File: src/rtl/gia_pkg.sv
`timescale 1ns / 1ps
// ----------------------------------------------------------------------------
// gia_pkg
// Shared types and constants of the gyro interval averager.
// ----------------------------------------------------------------------------
package gia_pkg;

    localparam int unsigned RATE_W   = 24;
    localparam int unsigned TIME_W   = 63;
    localparam int unsigned STATUS_W = 2;
    // magnitude of a rate difference, one interpolation step per bit
    localparam int unsigned MAG_W    = RATE_W + 1;

    typedef enum logic [STATUS_W-1:0] {
        ST_OK           = 2'd0,
        ST_BAD_INTERVAL = 2'd1,
        ST_NO_COVERAGE  = 2'd2,
        ST_OUT_OF_ORDER = 2'd3
    } t_status;

    typedef enum logic [3:0] {
        S_IDLE,
        S_DECODE,
        S_START_INIT,
        S_START_STEP,
        S_START_SET,
        S_CHECK,
        S_END_INIT,
        S_END_STEP,
        S_DT_LOAD,
        S_MUL,
        S_ACC,
        S_DIV_INIT,
        S_DIV_STEP,
        S_UPDATE,
        S_EMIT
    } t_state;

    typedef struct packed {
        logic    accept_en;
        logic    q_clear;
        logic    q_arm;
        logic    interp_init;
        logic    interp_tgt_end;
        logic    interp_step;
        logic    seg_start;
        logic    dt_load;
        logic    dt_end;
        logic    ax_clr;
        logic    mul;
        logic    use_er;
        logic    acc;
        logic    div_init;
        logic    div_step;
        logic    seg_advance;
        logic    prev_update;
        logic    out_load;
        t_status out_code;
    } t_cmd;

    typedef struct packed {
        logic in_fire;
        logic is_query;
        logic bad_iv;
        logic no_cov;
        logic ooo;
        logic qa;
        logic qs;
        logic start_hit;
        logic end_hit;
        logic cnt_zero;
        logic ax_last;
        logic out_free;
    } t_stat;

endpackage

File: src/rtl/gia_ctrl.sv
`timescale 1ns / 1ps
// ----------------------------------------------------------------------------
// gia_ctrl
// Sequencer: decodes each beat and steps the datapath through it.
// ----------------------------------------------------------------------------
module gia_ctrl (
    input  logic              i_clk,
    input  logic              i_rst_n,
    input  gia_pkg::t_stat    i_stat,
    output gia_pkg::t_cmd     o_cmd
);

    gia_pkg::t_state  r_state, n_state;
    gia_pkg::t_status r_code, n_code;
    logic             r_end, n_end;

    always_ff @(posedge i_clk) begin
        if (!i_rst_n) begin
            r_state <= gia_pkg::S_IDLE;
            r_code  <= gia_pkg::ST_OK;
            r_end   <= 1'b0;
        end else begin
            r_state <= n_state;
            r_code  <= n_code;
            r_end   <= n_end;
        end
    end

    always_comb begin
        n_state        = r_state;
        n_code         = r_code;
        n_end          = r_end;
        o_cmd          = '0;
        o_cmd.out_code = r_code;
        o_cmd.use_er   = r_end;
        o_cmd.dt_end   = r_end;
        unique case (r_state)
            gia_pkg::S_IDLE: begin
                o_cmd.accept_en = 1'b1;
                if (i_stat.in_fire) n_state = gia_pkg::S_DECODE;
            end
            gia_pkg::S_DECODE: begin
                if (i_stat.is_query) begin
                    o_cmd.q_clear = 1'b1;
                    if (i_stat.bad_iv) begin
                        n_code  = gia_pkg::ST_BAD_INTERVAL;
                        n_state = gia_pkg::S_EMIT;
                    end else if (i_stat.no_cov) begin
                        n_code  = gia_pkg::ST_NO_COVERAGE;
                        n_state = gia_pkg::S_EMIT;
                    end else begin
                        o_cmd.q_arm = 1'b1;
                        n_state     = gia_pkg::S_IDLE;
                    end
                end else if (i_stat.ooo) begin
                    // stale sample is dropped; an active query aborts
                    if (i_stat.qa) begin
                        o_cmd.q_clear = 1'b1;
                        n_code        = gia_pkg::ST_OUT_OF_ORDER;
                        n_state       = gia_pkg::S_EMIT;
                    end else begin
                        n_state = gia_pkg::S_IDLE;
                    end
                end else if (i_stat.qa && !i_stat.qs && i_stat.start_hit) begin
                    n_state = gia_pkg::S_START_INIT;
                end else begin
                    n_state = gia_pkg::S_CHECK;
                end
            end
            gia_pkg::S_START_INIT: begin
                o_cmd.interp_init = 1'b1;
                n_state           = gia_pkg::S_START_STEP;
            end
            gia_pkg::S_START_STEP: begin
                o_cmd.interp_step = 1'b1;
                if (i_stat.cnt_zero) n_state = gia_pkg::S_START_SET;
            end
            gia_pkg::S_START_SET: begin
                o_cmd.seg_start = 1'b1;
                n_state         = gia_pkg::S_CHECK;
            end
            gia_pkg::S_CHECK: begin
                if (i_stat.qa && i_stat.qs) begin
                    n_end   = i_stat.end_hit;
                    n_state = i_stat.end_hit ? gia_pkg::S_END_INIT : gia_pkg::S_DT_LOAD;
                end else begin
                    n_end   = 1'b0;
                    n_state = gia_pkg::S_UPDATE;
                end
            end
            gia_pkg::S_END_INIT: begin
                o_cmd.interp_init    = 1'b1;
                o_cmd.interp_tgt_end = 1'b1;
                n_state              = gia_pkg::S_END_STEP;
            end
            gia_pkg::S_END_STEP: begin
                o_cmd.interp_step = 1'b1;
                if (i_stat.cnt_zero) n_state = gia_pkg::S_DT_LOAD;
            end
            gia_pkg::S_DT_LOAD: begin
                o_cmd.dt_load = 1'b1;
                o_cmd.ax_clr  = 1'b1;
                n_state       = gia_pkg::S_MUL;
            end
            gia_pkg::S_MUL: begin
                o_cmd.mul = 1'b1;
                n_state   = gia_pkg::S_ACC;
            end
            gia_pkg::S_ACC: begin
                o_cmd.acc = 1'b1;
                if (!i_stat.ax_last) n_state = gia_pkg::S_MUL;
                else if (r_end)      n_state = gia_pkg::S_DIV_INIT;
                else                 n_state = gia_pkg::S_UPDATE;
            end
            gia_pkg::S_DIV_INIT: begin
                o_cmd.div_init = 1'b1;
                n_state        = gia_pkg::S_DIV_STEP;
            end
            gia_pkg::S_DIV_STEP: begin
                o_cmd.div_step = 1'b1;
                if (i_stat.cnt_zero) n_state = gia_pkg::S_UPDATE;
            end
            gia_pkg::S_UPDATE: begin
                o_cmd.prev_update = 1'b1;
                o_cmd.seg_advance = !r_end;
                o_cmd.q_clear     = r_end;
                n_code            = gia_pkg::ST_OK;
                n_state           = r_end ? gia_pkg::S_EMIT : gia_pkg::S_IDLE;
            end
            gia_pkg::S_EMIT: begin
                if (i_stat.out_free) begin
                    o_cmd.out_load = 1'b1;
                    n_end          = 1'b0;
                    n_state        = gia_pkg::S_IDLE;
                end
            end
            default: n_state = gia_pkg::S_IDLE;
        endcase
    end

endmodule

File: config.mk
export PLATFORM = sky130hd
export DESIGN_NAME = gia_ctrl
export DESIGN_NICKNAME = d
export VERILOG_FILES = /design/src/rtl/gia_pkg.sv /design/src/rtl/gia_ctrl.sv
export SDC_FILE = /design/constraint.sdc
export NUM_CORES = 1
export LEC_CHECK = 0
export BUFFER_PORTS_ARGS = -buffer_cell sky130_fd_sc_hd__buf_2
export CORE_AREA = 3 3 50 43
export DETAILED_ROUTE_END_ITERATION = 12
export DIE_AREA = 0 0 53 46
export GPL_TIMING_DRIVEN = 0
export PLACE_DENSITY = 0.85
export SYNTH_ARGS = -nofsm -noshare
export SYNTH_HDL_FRONTEND = slang
export SYNTH_SLANG_ARGS = --single-unit
File: constraint.sdc
create_clock -name i_clk -period 1.95 [get_ports i_clk]
set_clock_uncertainty 0.2 [all_clocks]
set_input_delay 0.4875 -clock i_clk [delete_from_list [all_inputs] [get_ports i_clk]]
set_output_delay 0.4875 -clock i_clk [all_outputs]
set_load 0.05 [all_outputs]
==> run metrics <==
vias per cell 6.46; DRC violations left 0; worst hold slack 0.226 ns; # IOs 34; clock sinks 7; Ys Warns 0; Area growth, synth to finish 86.3%; gp weighted congestion 0.928; WL met3 371 µm; Required @ worst endpoint 1.26 ns; Final Hold Viols 0; remaining global-route overflow 0; commonest non-fill, non-tap cell in the layout buf_6; Reg-to-Reg Start r_state[3]; Critical Path Start r_state[3]; PwrDens 1560 nW/µm²; Netlist cell types 40; via count 1092; number of core rows 13; top cell type's share of synthesized area 0.190; fin crit period 2.11 ns; crit-path cells buf_6 > buf_8 > nor4_4 > a21o_4 > buf_8; Setup CP Type reg2out; CTS tree built; DRT iter0 DRCs 71; Setup-failing EPs final 10; register area share after synthesis 0.190; Post-Synthesis Cells 101; #FFs+latches synth 7; clk_lat worst skew 0.26 ns; fin crit share 1.08; CTS root buf clkbuf_4; most frequent CP cell buf_8; H-Tree Depth 1; P_leak 0.000570 µW; Tot Pwr 2150 µW; Avg Cell Area, Syn 7.32 µm²; antenna violations before repair 0; maximum vdd drop 1.25 mV; maximum clock path buffer count 2; DR top layer met4; critical path launch point type register; vias in the first global route 990; CTS Hold Bufs 0; status finished with violations; max-slew violations 0; crit path DAT 1.42 ns; DR WL met2 1.57 mm; clock-pin slew on the worst setup and hold paths 0.07 ns; IO buf count 33; Worst path slowest cell dfxtp_1; final HPWL from detailed placement 1.79 mm; starting density of the core 0.450; Crit. End Element output pin; Max Cap Viol 0; DRT met1 WL 1.33 mm; share of layout cells above drive strength 1 0.565; CTS Buf Count 3; core area 1640 µm²; area of placed instances 1030 µm²; first-pass GRT wire length 4.81 mm; Global Route Usage Sum 0.272; final antenna-violating net count 0; largest stage delay on the critical path 0.31 ns; Mapped Nets 115; top post-synthesis cells by area dfxtp_1 (19%), nor2_1 (6.1%), nor3_1 (5.4%); largest net degree at the start of global routing 11; post-synth top area cell dfxtp_1; most frequent cells in the layout buf_6 (18), buf_2 (14), buf_4 (12); Max-Slew Margin vs Limit 0.718; crit-path max FO 7; wire length per cell 20.4 µm; final WL 3.46 mm; Netlist Area Pre-Place 739 µm²; worst hold start i_stat[9]; pre-CTS setup slack -0.248 ns; Die W 53 µm; ANT cells 0; HP Class in2reg; PnR worst setup slack -0.162 ns; RSZ-0062 raised after global routing yes; failing checks setup timing; Final Cell Area 1380 µm²; die area 2440 µm²; drt first pass iters 4; Worst-Margin Slew 0.420 ns; Final nets 162; DIE HEIGHT 46 µm; Fmax 0.473 GHz
==> per-layer routing <==
metal | GRT usage | vias up
li1 | - | 467
met1 | 0.346 | 499
met2 | 0.418 | 99
met3 | 0.0852 | 27
met4 | 0.122 | 0
met5 | 0 | -
==> repair_timing <==
item,CTS,global route
pin swaps,3,1
endpoints found under the hold margin,0,0
gates cloned,0,1
setup buffers,6,2
setup endpoints to repair,15,20
gates resized for setup,48,24
==> metrics by stage <==
step / utilization / setup TNS (ns) / instances
after global routing: 0.839 / -1.17 / 169
final: 0.839 / -0.605 / 169
after CTS: 0.766 / -0.231 / 166
after global placement: 0.627 / -0.500 / 156
after floorplan: - / -0.400 / 101
after detailed placement: 0.627 / -0.509 / 156
==> final timing paths <==
kind | slack, ns | depth (start not counted) | to
max | -0.16 | 5 | o_cmd[18]
min | 0.23 | 2 | r_code[1]
max reg2reg | 0.05 | 6 | r_state[1]
min reg2reg | 0.35 | 2 | r_code[1]
==> area by class of cell <==
type	count	area (µm²)
Buffer	9	119
Inverter	5	18.8
Timing Repair Buffer	42	369
Multi-Input combinational cell	80	664
Tap cell	22	27.5
Fill cell	79	265
Sequential cell	7	153
Clock buffer	4	26.3
==> cell usage after synthesis <==
master    instances
o311a_1           1
nand2b_1          5
a22oi_1           1
and2_0            1
o221ai_1          1
buf_2             3
o21ai_0           4
a32oi_1           1
nor4_4            1
nor3_1            8
nand2_2           1
buf_4             5
nor3b_1           2
a21o_1            2
dfxtp_1           7
a31oi_1           1
o21a_1            1
nand2_1           5
nor4_1            4
o31a_4            1
a311oi_1          1
mux2i_1           2
nand3_1           5
buf_6             1
a211oi_1          2
o31a_1            1
or2b_1            2
and3_1            1
nand3b_1          1
o32ai_1           1
nor2b_1           1
nor4bb_1          1
a211o_1           1
a21boi_0          1
and2_1            1
a21oi_1           4
or3b_1            2
mux2_4            1
nor2_1           12
inv_1             5
==> flip-flops by register name (all words and copies together), names as in the netlist <==
signal,flops
r_end,1
r_state,4
r_code,2
==> critical path: cells and delay by family, from the launching register on <==
family / cells / cell delay [ns]
AO/OA/AOI/OAI: 1 / 0.14
AND/OR/NAND/NOR: 1 / 0.31
flip-flops: 1 / 0.31
buffers and inverters: 3 / 0.40
==> where the power goes <==
group	internal, µW	leakage [µW]	switching (µW)
sequential	208	0.0000599	76.7
clock	78.9	0.0000150	67.0
combinational	750	0.000495	967
total	1040	0.000570	1110
==> kinds of logic after synthesis <==
| logic type | Yosys count | synth area share |
|---|---|---|
| mux | 3 | 0.0474 |
| buf+inv | 14 | 0.112 |
| simple gates | 53 | 0.409 |
| compound gates | 24 | 0.242 |
| flops | 7 | 0.190 |
Note: power is estimated with default switching activity, not from simulation.
